File: src/hdl/gas_pkg.sv
// gas_pkg: shared types and constants for the gate actuator sequencer.
// Used by gate_actuator_sequencer; depends on nothing.
package gas_pkg;

  // Time counter width default and widths of the travel and current registers
  localparam int unsigned TimeWidthDef = 16;
  localparam int unsigned TravelWidth  = 16;
  localparam int unsigned CurrentWidth = 10;

  // Configuration port
  localparam int unsigned CfgIdxWidth  = 2;
  localparam int unsigned CfgDataWidth = 16;

  localparam logic [CfgIdxWidth-1:0] CFG_OPEN_TICKS    = 2'd0;
  localparam logic [CfgIdxWidth-1:0] CFG_CLOSE_TICKS   = 2'd1;
  localparam logic [CfgIdxWidth-1:0] CFG_CURRENT_LIMIT = 2'd2;

  localparam logic [TravelWidth-1:0]  OpenTicksRst    = 16'd100;
  localparam logic [TravelWidth-1:0]  CloseTicksRst   = 16'd100;
  localparam logic [CurrentWidth-1:0] CurrentLimitRst = 10'd100;

  // Stream payload widths
  localparam int unsigned InDataWidth  = 16;
  localparam int unsigned OutDataWidth = 8;

  // Input tdata: [0] toggle_request, [1] stop_request, [11:2] load_current
  localparam int unsigned InToggleBit  = 0;
  localparam int unsigned InStopBit    = 1;
  localparam int unsigned InCurrentLsb = 2;

  // Item kind carried in tuser
  localparam logic ACT_TICK    = 1'b0;
  localparam logic ACT_MESSAGE = 1'b1;

  // Gate position codes
  typedef enum logic [1:0] {
    POS_HOME   = 2'd0,
    POS_CLOSED = 2'd1,
    POS_OPEN   = 2'd2
  } pos_e;

  // Result item, packed so that forward_drive lands in bit 0
  typedef struct packed {
    logic       pad;
    logic       stopped;
    logic       move_done;
    logic [1:0] position_state;
    logic       bridge_enable;
    logic       reverse_drive;
    logic       forward_drive;
  } result_t;

endpackage

File: src/hdl/gate_actuator_sequencer.sv
// gate_actuator_sequencer: remote gate actuator sequencer, top level.
// Depends on gas_pkg for codes, widths and the result layout.
//
// Usage:
//   Slave stream s_axis_* carries items: tuser = 1 for a remote command
//   message (latches toggle and stop requests), tuser = 0 for a timer tick
//   (advances the sequencer, carries the load current). Every tick yields
//   one result on master stream m_axis_* with the drive outputs, position,
//   move-done and stop flags; a message yields nothing.
//   The cfg_* channel writes open_ticks (0), close_ticks (1) and
//   current_limit (2); it is always ready. Other indexes are ignored.
// Pipeline and throughput:
//   An accepted item is held in the input register and is processed as it
//   leaves it; a tick's result is then registered in the output register,
//   which drives m_axis_tvalid. One item per cycle is taken while no tick
//   is held back by a waiting result that the receiver has not taken.
// Reset:
//   Gate at home, no latched requests, counters cleared, travel times and
//   current limit back to 100, both registers empty.
// Stall:
//   When m_axis_tready is low and a result waits, ticks hold in the input
//   register; messages still drain, and s_axis_tready drops once full.
module gate_actuator_sequencer #(
  parameter int unsigned TIME_WIDTH = gas_pkg::TimeWidthDef
) (
  input  logic                              clk_i,
  input  logic                              rst_ni,
  // Input stream
  input  logic                              s_axis_tvalid,
  output logic                              s_axis_tready,
  // [0] toggle_request, [1] stop_request, [11:2] load_current, [15:12] zero
  input  logic [gas_pkg::InDataWidth-1:0]   s_axis_tdata,
  // [0] action
  input  logic                              s_axis_tuser,
  // Result stream
  output logic                              m_axis_tvalid,
  input  logic                              m_axis_tready,
  // [0] forward_drive, [1] reverse_drive, [2] bridge_enable,
  // [4:3] position_state, [5] move_done, [6] stopped, [7] zero
  output logic [gas_pkg::OutDataWidth-1:0]  m_axis_tdata,
  // Configuration write channel
  input  logic                              cfg_valid_i,
  output logic                              cfg_ready_o,
  input  logic [gas_pkg::CfgIdxWidth-1:0]   cfg_index_i,
  input  logic [gas_pkg::CfgDataWidth-1:0]  cfg_data_i
);

  localparam int unsigned TW   = TIME_WIDTH;
  localparam int unsigned CmpW = (TW + 1 > gas_pkg::TravelWidth) ? TW + 1
                                                                 : gas_pkg::TravelWidth;
  localparam logic [TW-1:0] TimeMax = {TW{1'b1}};

  // Configuration registers
  logic [gas_pkg::TravelWidth-1:0]  open_ticks_q, close_ticks_q;
  logic [gas_pkg::CurrentWidth-1:0] current_limit_q;

  // Input register
  logic                            in_valid_q;
  logic                            in_msg_q;
  logic [gas_pkg::InDataWidth-1:0] in_data_q;

  // Sequencer state
  gas_pkg::pos_e   pos_q, pos_d;
  logic            toggle_q, toggle_d;
  logic            stop_q, stop_d;
  logic [TW-1:0]   run_q, run_d;
  logic [TW-1:0]   bank_q, bank_d;

  // Output register
  logic             out_valid_q;
  gas_pkg::result_t out_q, res_d;

  logic advance;
  logic in_accept;

  assign cfg_ready_o = 1'b1;

  // Write configuration registers
  always_ff @(posedge clk_i or negedge rst_ni) begin
    if (!rst_ni) begin
      open_ticks_q    <= gas_pkg::OpenTicksRst;
      close_ticks_q   <= gas_pkg::CloseTicksRst;
      current_limit_q <= gas_pkg::CurrentLimitRst;
    end else if (cfg_valid_i) begin
      case (cfg_index_i)
        gas_pkg::CFG_OPEN_TICKS:    open_ticks_q    <= cfg_data_i;
        gas_pkg::CFG_CLOSE_TICKS:   close_ticks_q   <= cfg_data_i;
        gas_pkg::CFG_CURRENT_LIMIT: current_limit_q <= cfg_data_i[gas_pkg::CurrentWidth-1:0];
        default: ;
      endcase
    end
  end

  // Advance the held item when it makes no result or the result slot frees
  assign advance       = in_valid_q && (in_msg_q || !out_valid_q || m_axis_tready);
  assign s_axis_tready = !in_valid_q || advance;
  assign in_accept     = s_axis_tvalid && s_axis_tready;

  // Hold the accepted request in the input register
  always_ff @(posedge clk_i or negedge rst_ni) begin
    if (!rst_ni) begin
      in_valid_q <= 1'b0;
    end else if (in_accept) begin
      in_valid_q <= 1'b1;
    end else if (advance) begin
      in_valid_q <= 1'b0;
    end
  end

  always_ff @(posedge clk_i) begin
    if (in_accept) begin
      in_msg_q  <= s_axis_tuser;
      in_data_q <= s_axis_tdata;
    end
  end

  // Sequencer next state and result
  logic [gas_pkg::CurrentWidth-1:0] cur;
  logic [TW:0]                      sum;
  logic [gas_pkg::TravelWidth-1:0]  travel;
  logic                             finish;
  logic [TW-1:0]                    run_inc;
  logic [TW-1:0]                    bank_add;
  logic                             fwd, rev, done;

  assign cur      = in_data_q[gas_pkg::InCurrentLsb +: gas_pkg::CurrentWidth];
  assign sum      = {1'b0, run_q} + {1'b0, bank_q};
  assign travel   = (pos_q == gas_pkg::POS_CLOSED) ? open_ticks_q : close_ticks_q;
  assign finish   = (CmpW'(sum) >= CmpW'(travel)) || (cur >= current_limit_q);
  assign run_inc  = (run_q == TimeMax) ? run_q : run_q + TW'(1);
  assign bank_add = sum[TW] ? TimeMax : sum[TW-1:0];

  always_comb begin
    pos_d    = pos_q;
    toggle_d = toggle_q;
    stop_d   = stop_q;
    run_d    = run_q;
    bank_d   = bank_q;
    fwd      = 1'b0;
    rev      = 1'b0;
    done     = 1'b0;

    if (in_msg_q == gas_pkg::ACT_MESSAGE) begin
      // Latch the remote requests
      toggle_d = in_data_q[gas_pkg::InToggleBit];
      stop_d   = in_data_q[gas_pkg::InStopBit];
    end else if (stop_q) begin
      // Bank the elapsed segment while stopped
      if (run_q != '0) begin
        bank_d = bank_add;
        run_d  = '0;
      end
    end else if (toggle_q || run_q != '0) begin
      case (pos_q)
        gas_pkg::POS_HOME: begin
          pos_d = gas_pkg::POS_CLOSED;
        end
        gas_pkg::POS_CLOSED, gas_pkg::POS_OPEN: begin
          if (finish) begin
            toggle_d = 1'b0;
            pos_d    = (pos_q == gas_pkg::POS_CLOSED) ? gas_pkg::POS_OPEN
                                                      : gas_pkg::POS_CLOSED;
            run_d    = '0;
            bank_d   = '0;
            done     = 1'b1;
          end else begin
            fwd   = (pos_q == gas_pkg::POS_CLOSED);
            rev   = (pos_q == gas_pkg::POS_OPEN);
            run_d = run_inc;
          end
        end
        default: begin
          // Invalid position code: drop the request, drive nothing
          toggle_d = 1'b0;
          run_d    = '0;
        end
      endcase
    end

    res_d.pad            = 1'b0;
    res_d.stopped        = stop_q;
    res_d.move_done      = done;
    res_d.position_state = pos_d;
    res_d.bridge_enable  = fwd | rev;
    res_d.reverse_drive  = rev;
    res_d.forward_drive  = fwd;
  end

  // Update sequencer state as the item leaves the input register
  always_ff @(posedge clk_i or negedge rst_ni) begin
    if (!rst_ni) begin
      pos_q    <= gas_pkg::POS_HOME;
      toggle_q <= 1'b0;
      stop_q   <= 1'b0;
      run_q    <= '0;
      bank_q   <= '0;
    end else if (advance) begin
      pos_q    <= pos_d;
      toggle_q <= toggle_d;
      stop_q   <= stop_d;
      run_q    <= run_d;
      bank_q   <= bank_d;
    end
  end

  // Hold the tick result until the receiver takes it
  always_ff @(posedge clk_i or negedge rst_ni) begin
    if (!rst_ni) begin
      out_valid_q <= 1'b0;
    end else if (advance && in_msg_q == gas_pkg::ACT_TICK) begin
      out_valid_q <= 1'b1;
    end else if (m_axis_tready) begin
      out_valid_q <= 1'b0;
    end
  end

  always_ff @(posedge clk_i) begin
    if (advance && in_msg_q == gas_pkg::ACT_TICK) begin
      out_q <= res_d;
    end
  end

  assign m_axis_tvalid = out_valid_q;
  assign m_axis_tdata  = out_q;

endmodule

File: config.mk
export PLATFORM = sky130hd
export DESIGN_NAME = gate_actuator_sequencer
export DESIGN_NICKNAME = d
export VERILOG_FILES = /design/src/hdl/gas_pkg.sv /design/src/hdl/gate_actuator_sequencer.sv
export SDC_FILE = /design/constraint.sdc
export NUM_CORES = 1
export LEC_CHECK = 0
export BUFFER_PORTS_ARGS = -buffer_cell sky130_fd_sc_hd__buf_2
export CELL_PAD_IN_SITES_DETAIL_PLACEMENT = 1
export CELL_PAD_IN_SITES_GLOBAL_PLACEMENT = 2
export CORE_MARGIN = 1.5
export CORE_UTILIZATION = 43
export DETAILED_ROUTE_END_ITERATION = 16
export PLACE_DENSITY = 0.84
export SYNTH_ARGS = -nofsm -noshare
export SYNTH_HDL_FRONTEND = slang
export SYNTH_SLANG_ARGS = --single-unit
File: constraint.sdc
create_clock -name clk_i -period 7.7 [get_ports clk_i]
set_input_delay 0.385 -clock clk_i [delete_from_list [all_inputs] [get_ports clk_i]]
set_output_delay 0.385 -clock clk_i [all_outputs]
set_load 0.01 [all_outputs]
# Word level (Yosys, flattened, before mapping)
# Cells that the tools add are included.
# totals
regBits	100
input_bits	40
elab_cells	104
# op_classes
add_sub_neg	2
n_lt_le_gt_ge	2
eq_ne	11
n_mux	39
n_bitwise	4
n_reduce_logical	28
# op_table
cell	count
$mux 16	12
$pmux 16 s2	1
$mux 1	19
$add 16x16->17	1
$ge 17x16->1	1
$add 16x1->16 const B	1
$eq 16x16->1 const B	1
$reduce_bool 16->1	1
$reduce_and 6->1	2
$reduce_bool 2->1	6
$ge 10x10->1	1
$mux 2	5
$reduce_and 2->1	4
$ne 2x2->1 const B	3
$logic_or 1x1->1	5
$reduce_and 5->1	1
$eq 2x1->1 const B	2
$eq 2x2->1 const B	2
$logic_not 2->1	2
$ne 4x4->1 const B	1
$pmux 2 s2	1
$reduce_or 4->1	1
$logic_and 1x1->1	3
$ne 3x3->1 const B	1
other kinds (6)	9

# Longest topological paths before layout
# Gate-level depths: netlist (run 1).
# logic_depth
word_depth	10
mapped_depth	18

# Least setup slack after synthesis (run 1)
# OpenSTA, ideal clock, no wires.
# synth_timing
path_type	register -> register
from	reg run_q[0]
to	reg run_q[10]
arrival_ns	3.757
required_time_ns	7.558
slack_ns	3.800
stages_incl_launch_ff	17
cell_sequence	dfrtp_1 -> ha_1 -> fa_1 -> a211o_1 -> a21o_1 -> a31oi_1 -> or4b_2 -> nand3_1 -> ha_1 -> nand3_1 -> nor2_1 -> o311ai_0 -> a31o_2 -> and2_1 -> a21oi_1 -> buf_2 -> o221ai_1
# synth_between
elab_chain_cells	7
word_cells_on_any_way	16
cone_classes	2 x add/sub; 1 x order compare; 3 x eq/ne; 5 x mux; 5 x reduce/logical
# synth_rtl
item	line_no	rtl
start: declaration	gate_actuator_sequencer.sv:66	logic [TW-1:0] run_q, run_d;
start signal: assignment	gate_actuator_sequencer.sv:201	run_q <= run_d;
$add 16x16->17	gate_actuator_sequencer.sv:127	assign sum = {1'b0, run_q} + {1'b0, bank_q};
$ge 17x16->1	gate_actuator_sequencer.sv:129	assign finish = (CmpW'(sum) >= CmpW'(travel)) || (cur >= current_limit_q);
$logic_or 1x1->1	gate_actuator_sequencer.sv:129	
$mux 16	gate_actuator_sequencer.sv:159	if (finish) begin
$pmux 16 s2	gate_actuator_sequencer.sv:154	case (pos_q)
$mux 16	gate_actuator_sequencer.sv:153	end else if (toggle_q || run_q != '0) begin
$mux 16	gate_actuator_sequencer.sv:147	end else if (stop_q) begin
# Several ways; a longest one is shown, not always the timed one. The select of a mux whose other input is x is not followed.
# A chain may end at the register's enable or synchronous reset.

# Worst setup path in the final report (run 1)
# layout_timing
from	reg run_q[0]
to	reg bank_q[13]
# layout_between
elab_chain_cells	5
word_cells_on_any_way	12
cone_classes	1 x add/sub; 1 x order compare; 1 x eq/ne; 3 x mux; 6 x reduce/logical
# layout_rtl
item	line_no	rtl
$add 16x16->17	gate_actuator_sequencer.sv:127	
$ge 17x16->1	gate_actuator_sequencer.sv:129	
$logic_or 1x1->1	gate_actuator_sequencer.sv:129	
$reduce_bool 2->1 (no line)	--	
$reduce_and 6->1 (no line)	--	
end signal: assignment	gate_actuator_sequencer.sv:202	bank_q <= bank_d;
end: declaration	gate_actuator_sequencer.sv:67	logic [TW-1:0] bank_q, bank_d;
# Several ways; a longest one is shown, not always the timed one. The select of a mux whose other input is x is not followed.

==> results.sh, run 1 <==
export IMPL_outcome="completed"
export IMPL_setup_violations=0
export IMPL_mappedNetlistNets=622
export IMPL_finalCriticalPeriod_ns=4.82
export IMPL_synth_async_sr_flop_share_pct=80.0
export IMPL_r2r_start="run_q[0]"
export IMPL_grt_setup_unrepaired="false"
export IMPL_synth_area_per_cell_sq_um=11.0
export IMPL_die_area_sq_um=14300
export IMPL_gp_congestion=0.782
export IMPL_crit_path_start_kind="flip-flop"
export IMPL_clk_path_buf_depth=2
export IMPL_die_w_um=120
export IMPL_grt_overflow=0
export IMPL_syn_to_final_growth_pct=11.4
export IMPL_synth_edf_count=20
export IMPL_grt_max_degree=81
export IMPL_synth_seq_cells=100
export IMPL_post_cts_resized=0
export IMPL_numPortBuffers=44
export IMPL_drv_slew=0
export IMPL_crit_arrival_ns=5.06
export IMPL_antenna_cells=0
export IMPL_ys_types=62
export IMPL_worstHoldPathCells=1
export IMPL_critPathRequiredTime_ns=7.94
export IMPL_viasPerCell=5.66
export IMPL_final_period_utilization_pct=62.7
export IMPL_relSlewSlack_pct=16.1
export IMPL_synthCells=533
export IMPL_final_area_sq_um=6510
export IMPL_yosysSeqAreaShare_pct=44.7
export IMPL_grt_pass1_vias=4577
export IMPL_tightest_slew_ns=1.26
export IMPL_layout_drive_gt1_share_pct=22.5
export IMPL_synth_warnings=0
export IMPL_p_leak_nw=2.82
export IMPL_finalWirelength_mm=13.6
export IMPL_ant_nets=0
export IMPL_post_drt_wl_per_cell_um=18.1
export IMPL_crit_fanout=16
export IMPL_antenna_found_initial=0
export IMPL_timing_fmax_mhz=207
export IMPL_clock_latency_ns=0.36
export IMPL_synth_cell_area_sq_um=5850
export IMPL_worstSetupPathType="reg -> reg"
export IMPL_drt_iter0_drc=183
export IMPL_cts_hold_buf=0
export IMPL_cts_htree_levels=3
export IMPL_worst_r2r_setup_slack_ns=2.88
export IMPL_hp_class="in -> reg"
export IMPL_timing_rr_end="bank_q[13]"
export IMPL_finalWorstSetupSlack_ns=2.88
export IMPL_core_area_sq_um=13200
export IMPL_cts_sinks=100
export IMPL_drv_cap=0
export IMPL_clk_pin_slew_worst_paths_ns=0.07
export IMPL_cts_tree="built"
export IMPL_cellPowerDensity_nw_per_um2=246
export IMPL_hold_start="s_axis_tdata[7]"
export IMPL_multi_input_area_sq_um=3030
export IMPL_first_pass_iters=4
export IMPL_fin_nets=661
export IMPL_peakVddDrop_v=0.000163
export IMPL_synth_area_top_cells="dfrtp_1, edfxtp_1, ha_1"
export IMPL_dpl_cell_area_sq_um=6240
export IMPL_regArea_sq_um=2610
export IMPL_critPathCaptureType="flip-flop"
export IMPL_hold_viol_final=0
export IMPL_final_common_cell="dfrtp_1"
export IMPL_cts_root_buf="clkbuf_16"
export IMPL_tns_ns=0
export IMPL_hold_slack_ns=0.199
export IMPL_grtUsageTotal_pct=20.6
export IMPL_grt_pass1_wl_mm=23.1
export IMPL_ys_flop_type="dfrtp_1"
export IMPL_yosysTopAreaCell="dfrtp_1"
export IMPL_drc=0
export IMPL_skew_ns=0.00587
export IMPL_dr_total_vias=4263
export IMPL_start_util_pct=44.2
export IMPL_place_ws_ns=2.89
export IMPL_cts_buffers=9
export IMPL_row_count=42
export IMPL_rr_worst_depth=15
export IMPL_dp_final_hpwl_mm=9.96
export IMPL_chipHeight_um=120
export IMPL_io_pins=51
export IMPL_whs_endpoint="in_data_q[7]"
export IMPL_synth_top_area_share_pct=30.4
export IMPL_nFillCells=1475
export IMPL_postCtsSetupBuffers=0
export IMPL_mostFrequentLayoutCells="dfrtp_1, ha_1, mux2_2"
export IMPL_p_total_w=0.00160
==> synth_stat cells (12+ instances only) <==
| cell type | count |
|---|---|
| mux2i_1 | 21 |
| a21o_1 | 12 |
| nand2_1 | 28 |
| clkbuf_1 | 15 |
| nor2_1 | 32 |
| o2bb2ai_1 | 14 |
| or3_1 | 15 |
| edfxtp_1 | 20 |
| dfrtp_1 | 71 |
| a21oi_1 | 19 |
| o221ai_1 | 14 |
| inv_1 | 35 |
| o21ai_0 | 13 |
| mux2_2 | 44 |
| ha_1 | 48 |
==> area by class of cell <==
cell class                 instances  area share, %
inverter                          35           2.02
multi-input combinational        379           46.5
clock buffer                       9           3.46
tap                              176           3.38
sequential                       100           40.1
timing repair buffer              47           3.77
clock inverter                     7          0.788
==> cell families after synthesis <==
logic type	synth area share (%)
other	0.128
AND/OR/NAND/NOR	13.5
AO/OA/AOI/OAI	13.8
multiplexers	12.1
flip-flops	44.7
XOR/XNOR	1.50
buffers and inverters	3.64
adder cells (fa/ha/maj)	10.6
==> layer usage <==
metal  track usage, %  share of wire [%]  vias to the layer above
met5                0                  0                        -
met4             4.84                1.1                        0
met3             4.52                2.9                       11
met2             35.4                 50                       55
met1             26.6                 46                     2137
li1                 -                  -                     2060
==> registers in the layout (all words and copies together), names as in the netlist <==
signal           cells
toggle_q             1
m_axis_tvalid        1
current_limit_q     10
pos_q                2
m_axis_tdata         7
in_data_q           12
bank_q              16
in_valid_q           1
run_q               16
close_ticks_q       16
open_ticks_q        16
in_msg_q             1
stop_q               1
==> worst max-delay path by stage <==
| stage | end | start | slack (ns) | cells after the start |
|---|---|---|---|---|
| after floorplan | run_q[10] | run_q[0] | 3.80 | 16 |
| after global placement | bank_q[13] | run_q[0] | 3.00 | 15 |
| after detailed placement | bank_q[13] | run_q[0] | 2.89 | 15 |
| after CTS | bank_q[13] | run_q[0] | 2.86 | 15 |
| after global routing | run_q[15] | run_q[0] | 2.52 | 15 |
| final | bank_q[13] | run_q[0] | 2.88 | 15 |
==> worst max-delay path, stage by stage, from the launching register on <==
cell and delay [ns]:
dfrtp_1 0.43, ha_1 0.27, fa_1 0.44, a211o_1 0.32, a21o_1 0.20, a31oi_1 0.33
or4b_2 0.20, nand3_1 0.12, ha_1 0.33, nand3_1 0.08, nor2_1 0.22, o311ai_0 0.20
a31o_2 0.30, and2_1 0.31, a21o_1 0.46, a2111o_1 0.50
==> power breakdown <==
| part | switching, W | leakage [nW] | internal [W] |
|---|---|---|---|
| clock network | 0.000208 | 0.139 | 0.000221 |
| registers | 0.0000550 | 1.17 | 0.000635 |
| logic | 0.000263 | 1.52 | 0.000221 |
==> through the flow <==
stage	utilization, %	cells
after floorplan	-	533
after global placement	47.1	737
after detailed placement	47.1	737
after CTS	49.2	753
after global routing	49.2	753
final	49.2	753
(Power assumes the default switching activity.)
==> inputs of run 2 (changes only) <==
--- a/config.mk
+++ b/config.mk
@@ -9,9 +9,9 @@
 export CELL_PAD_IN_SITES_DETAIL_PLACEMENT = 1
 export CELL_PAD_IN_SITES_GLOBAL_PLACEMENT = 2
 export CORE_MARGIN = 1.5
-export CORE_UTILIZATION = 43
+export CORE_UTILIZATION = 40
 export DETAILED_ROUTE_END_ITERATION = 16
-export PLACE_DENSITY = 0.84
+export PLACE_DENSITY = 0.79
 export SYNTH_ARGS = -nofsm -noshare
 export SYNTH_HDL_FRONTEND = slang
 export SYNTH_SLANG_ARGS = --single-unit
==> constraint.sdc (replaced) <==
create_clock -name clk_i -period 4.9 [get_ports clk_i]
set_input_delay 0.245 -clock clk_i [delete_from_list [all_inputs] [get_ports clk_i]]
set_output_delay 0.245 -clock clk_i [all_outputs]
set_load 0.01 [all_outputs]
==> run 2 against run 1 <==
Effect of this change: power grew 60%; setup slack lost 2.6 ns; routed wire length grew 0.90%; clock power grew 67%; first-iteration DRC count shrank 15%; cell count grew 1.5%; critical path depth is the same; combinational power grew 59%; die area grew 7.3%; non-clock buffer count grew 4; sequential share of layout area shrank 0.34 points.
==> results.sh, run 2 (same netlist as run 1, synthesis figures left out) <==
export IMPL_cts_htree_levels=3
export IMPL_cts_tree="built"
export IMPL_clock_latency_ns=0.35
export IMPL_whs_endpoint="in_data_q[4]"
export IMPL_relSlewSlack_pct=18.9
export IMPL_critPathRequiredTime_ns=5.13
export IMPL_final_period_utilization_pct=93.4
export IMPL_drv_cap=0
export IMPL_viasPerCell=5.58
export IMPL_cts_buffers=9
export IMPL_hold_viol_final=0
export IMPL_fin_nets=665
export IMPL_crit_fanout=11
export IMPL_syn_to_final_growth_pct=12.3
export IMPL_p_leak_nw=2.84
export IMPL_hold_start="s_axis_tdata[4]"
export IMPL_tightest_slew_ns=1.21
export IMPL_setup_violations=0
export IMPL_rr_worst_depth=15
export IMPL_cp_cell_sequence="ha_1, fa_1, a211o_1, a21o_1, a31oi_1, or4b_2, nand3_1, ha_1, nand3_1, nor2_1, o311ai_0, a31o_2, and2_1, a21o_1, a2111o_1"
export IMPL_first_pass_iters=4
export IMPL_grt_pass1_wl_mm=22.7
export IMPL_grt_setup_unrepaired="false"
export IMPL_worst_r2r_setup_slack_ns=0.32
export IMPL_crit_path_start_kind="flip-flop"
export IMPL_timing_rr_end="bank_q[13]"
export IMPL_gp_congestion=0.800
export IMPL_timing_fmax_mhz=219
export IMPL_worstHoldPathCells=1
export IMPL_row_count=44
export IMPL_drt_iter0_drc=155
export IMPL_finalWorstSetupSlack_ns=0.325
export IMPL_r2r_start="run_q[0]"
export IMPL_dp_final_hpwl_mm=10.2
export IMPL_peakVddDrop_v=0.000193
export IMPL_cpPeakStageDelay_ns=0.47
export IMPL_mostFrequentLayoutCells="dfrtp_1, ha_1, mux2_2"
export IMPL_chipHeight_um=124
export IMPL_antenna_found_initial=0
export IMPL_post_cts_resized=0
export IMPL_clk_pin_slew_worst_paths_ns=0.07
export IMPL_grt_overflow=0
export IMPL_layout_drive_gt1_share_pct=22.9
export IMPL_dr_total_vias=4261
export IMPL_numPortBuffers=44
export IMPL_grt_max_degree=81
export IMPL_finalWirelength_mm=13.7
export IMPL_die_area_sq_um=15400
export IMPL_crit_path_top_delay_cell="a2111o_1"
export IMPL_worstSetupPathType="reg -> reg"
export IMPL_drc=0
export IMPL_cts_hold_buf=0
export IMPL_post_drt_wl_per_cell_um=18.0
export IMPL_drv_slew=0
export IMPL_clk_path_buf_depth=2
export IMPL_crit_arrival_ns=4.81
export IMPL_io_pins=51
export IMPL_cp_num_buf_inv=0
export IMPL_cts_root_buf="clkbuf_16"
export IMPL_postCtsSetupBuffers=0
export IMPL_start_util_pct=40.5
export IMPL_place_ws_ns=0.340
export IMPL_skew_ns=0.0117
export IMPL_antenna_cells=0
export IMPL_nFillCells=1574
export IMPL_hold_slack_ns=0.0597
export IMPL_finalCriticalPeriod_ns=4.58
export IMPL_cp_top_family="compound AO/OA/AOI/OAI gates"
export IMPL_grtUsageTotal_pct=19.3
export IMPL_final_core_util_pct=45.5
export IMPL_die_w_um=124
export IMPL_core_area_sq_um=14400
export IMPL_grt_pass1_vias=4428
export IMPL_hp_class="in -> reg"
export IMPL_outcome="completed"
export IMPL_cellPowerDensity_nw_per_um2=392
export IMPL_ant_nets=0
export IMPL_final_common_cell="dfrtp_1"
export IMPL_cts_sinks=100
export IMPL_critPathCaptureType="flip-flop"
export IMPL_tns_ns=0
run 2: cell types whose count changed in the layout (fill, tap and decap cells not counted), sizes merged:
cell and delta:
bufinv +1, clkbuf +1, inv -1, buf +4, clkinv -4, clkinvlp +2
run 2: worst register-to-register path: cells and delay by family (launching register included):
family	cells	cell delay [ns]
DFF	1	0.43
AOI/OAI and AO/OA	7	2.20
adders and majority gates	3	1.02
and+or+nand+nor	5	0.80
run 2: worst max path at each step:
stage / slack (ns) / endpoint / cells past startpoint / start
2_1_floorplan: 1.00 / run_q[10] / 16 / run_q[0]
4_1_cts: 0.29 / bank_q[13] / 15 / run_q[0]
6_report: 0.32 / bank_q[13] / 15 / run_q[0]
3_5_place_dp: 0.34 / bank_q[13] / 15 / run_q[0]
3_3_place_gp: 0.43 / bank_q[13] / 15 / run_q[0]
5_1_grt: 0.008 / bank_q[13] / 15 / run_q[0]
run 2: area by class of cell:
cell class                 instances  area, sq um  share of cell area [%]
tap                              184          230                    3.51
clock buffer                      10          229                    3.49
clock inverter                     5         62.6                   0.953
sequential                       100         2610                    39.8
multi-input combinational        379         3030                    46.1
inverter                          35          131                    2.00
timing repair buffer              51          275                    4.19
run 2: through the flow:
step | power [W] | cell area [sq um] | instances
floorplan | 0.00164 | 5850 | 533
global placement | 0.00183 | 6280 | 749
detailed placement | 0.00188 | 6280 | 749
CTS | 0.00261 | 6570 | 764
global route | 0.00276 | 6570 | 764
finish | 0.00257 | 6570 | 764
run 2: where the power goes:
group,switching (W),total [W],leakage (nW),internal (W)
clock network,0.000320,0.000716,0.135,0.000396
registers,0.0000879,0.00109,1.17,0.000999
logic,0.000416,0.000770,1.53,0.000354
total,0.000824,0.00257,2.84,0.00175
run 2: routing by layer:
layer	part of all wire [%]	track usage, %	vias up
met2	50	32.6	50
met1	46	25.8	2144
met5	0	0	-
li1	-	-	2058
met3	3.3	4.03	9
met4	0.76	3.62	0
==> inputs of run 3 (changes only) <==
--- a/config.mk
+++ b/config.mk
@@ -11,7 +11,7 @@
 export CORE_MARGIN = 1.5
 export CORE_UTILIZATION = 40
 export DETAILED_ROUTE_END_ITERATION = 16
-export PLACE_DENSITY = 0.79
+export PLACE_DENSITY = 0.89
 export SYNTH_ARGS = -nofsm -noshare
 export SYNTH_HDL_FRONTEND = slang
 export SYNTH_SLANG_ARGS = --single-unit
==> run 3 against run 2 <==
Effect of this change: routed wire length fell by 2.6%; fmax rose by 1.1%; register-to-register slack improved by 0.05 ns; first-iteration DRC count rose by 12%; hold slack got worse by 0.0010 ns; cell area fell by 0.15%; non-clock buffer count did not move; die area did not move; clock power fell by 3.8%; combinational power fell by 0.5%; critical path type unchanged.
==> results.sh, run 3 (same netlist as run 1, synthesis figures left out) <==
export IMPL_dpl_cell_area_sq_um=6280
export IMPL_relSlewSlack_pct=15.4
export IMPL_postCtsSetupBuffers=0
export IMPL_regArea_sq_um=2610
export IMPL_dp_final_hpwl_mm=9.96
export IMPL_clk_pin_slew_worst_paths_ns=0.07
export IMPL_die_area_sq_um=15400
export IMPL_die_w_um=124
export IMPL_clock_latency_ns=0.36
export IMPL_final_area_sq_um=6560
export IMPL_cellPowerDensity_nw_per_um2=387
export IMPL_syn_to_final_growth_pct=12.2
export IMPL_tightest_slew_ns=1.27
export IMPL_cts_buffers=9
export IMPL_crit_arrival_ns=4.77
export IMPL_drc=0
export IMPL_numPortBuffers=44
export IMPL_grt_overflow=0
export IMPL_drv_slew=0
export IMPL_cts_htree_levels=3
export IMPL_final_common_cell="dfrtp_1"
export IMPL_rr_worst_depth=15
export IMPL_cts_hold_buf=0
export IMPL_final_period_utilization_pct=92.4
export IMPL_clk_path_buf_depth=2
export IMPL_critPathCaptureType="flip-flop"
export IMPL_hp_class="in -> reg"
export IMPL_grt_setup_unrepaired="false"
export IMPL_post_cts_resized=0
export IMPL_drt_iter0_drc=174
export IMPL_skew_ns=0.00638
export IMPL_drv_cap=0
export IMPL_first_pass_iters=5
export IMPL_hold_viol_final=0
export IMPL_setup_violations=0
export IMPL_multi_input_area_sq_um=3030
export IMPL_final_core_util_pct=45.5
export IMPL_antenna_found_initial=0
export IMPL_finalCriticalPeriod_ns=4.53
export IMPL_gp_congestion=0.867
export IMPL_crit_fanout=10
export IMPL_start_util_pct=40.5
export IMPL_cts_sinks=100
export IMPL_row_count=44
export IMPL_whs_endpoint="in_data_q[4]"
export IMPL_outcome="completed"
export IMPL_cts_root_buf="clkbuf_16"
export IMPL_hold_start="s_axis_tdata[4]"
export IMPL_post_drt_wl_per_cell_um=17.5
export IMPL_worstSetupPathType="reg -> reg"
export IMPL_finalWirelength_mm=13.4
export IMPL_antenna_cells=0
export IMPL_worst_r2r_setup_slack_ns=0.37
export IMPL_grtUsageTotal_pct=19.2
export IMPL_timing_rr_end="bank_q[13]"
export IMPL_crit_path_start_kind="flip-flop"
export IMPL_peakVddDrop_v=0.000275
export IMPL_timing_fmax_mhz=221
export IMPL_r2r_start="run_q[0]"
export IMPL_chipHeight_um=124
export IMPL_fin_nets=665
export IMPL_p_leak_nw=2.84
export IMPL_io_pins=51
export IMPL_viasPerCell=5.62
export IMPL_dr_total_vias=4301
export IMPL_nFillCells=1609
export IMPL_ant_nets=0
export IMPL_core_area_sq_um=14400
export IMPL_cts_tree="built"
export IMPL_worstHoldPathCells=1
export IMPL_grt_pass1_vias=4511
export IMPL_layout_drive_gt1_share_pct=23.1
export IMPL_critPathRequiredTime_ns=5.14
export IMPL_grt_pass1_wl_mm=22.7
export IMPL_tns_ns=0
export IMPL_mostFrequentLayoutCells="dfrtp_1, ha_1, mux2_2"
export IMPL_grt_max_degree=81
-- run 3: cell count changes in the layout (fill, tap and decap cells not counted), sizes merged --
cell      before  now
bufinv         1    0
inv           36   40
clkinvlp       2    0
-- run 3: through the flow --
| step | std cells | worst slack (ns) | power (W) | hold WS, ns |
|---|---|---|---|---|
| floorplan | 533 | 1.00 | 0.00164 | -0.0506 |
| global placement | 749 | 0.492 | 0.00182 | 0.422 |
| detailed placement | 749 | 0.376 | 0.00187 | 0.423 |
| CTS | 765 | 0.340 | 0.00258 | 0.0431 |
| global route | 765 | 0.147 | 0.00272 | 0.0382 |
| finish | 765 | 0.374 | 0.00254 | 0.0587 |
-- run 3: how the worst max path moves through the flow --
stage	start	endpoint	slack, ns	depth (start not counted)
after floorplan	run_q[0]	run_q[10]	1.00	16
after global placement	run_q[0]	bank_q[13]	0.49	15
after detailed placement	run_q[0]	bank_q[13]	0.38	15
after CTS	run_q[0]	bank_q[13]	0.34	15
after global routing	run_q[0]	run_q[6]	0.15	17
final	run_q[0]	bank_q[13]	0.37	15
-- run 3: power by group --
part | total, W | switching, W | internal [W]
clock | 0.000689 | 0.000334 | 0.000355
combinational | 0.000766 | 0.000411 | 0.000355
sequential | 0.00109 | 0.0000874 | 0.000998
total | 0.00254 | 0.000832 | 0.00171
-- run 3: layout make-up --
class,instances,share of cell area (%)
clock buffer,10,3.49
clock inverter,6,0.801
inverter,35,2.00
multi-input combinational,379,46.1
sequential,100,39.9
tap,184,3.51
timing repair buffer,51,4.20
-- run 3: worst max-delay path, cell delays in order, from the launching register on --
cell and delay (ns):
dfrtp_1 0.44, ha_1 0.28, fa_1 0.45, a211o_1 0.32, a21o_1 0.19, a31oi_1 0.34
or4b_2 0.19, nand3_1 0.10, ha_1 0.33, nand3_1 0.08, nor2_1 0.22, o311ai_0 0.20
a31o_2 0.29, and2_1 0.21, a21o_1 0.32, a2111o_1 0.45
-- run 3: per-layer routing --
metal	track usage, %	wire length, um	vias to the layer above	share of wire, %
met4	4.05	109	0	0.82
met5	0	0	-	0
met2	33.2	6770	52	51
met1	24.6	6070	2177	45
met3	4.53	421	10	3.1
li1	-	-	2062	-
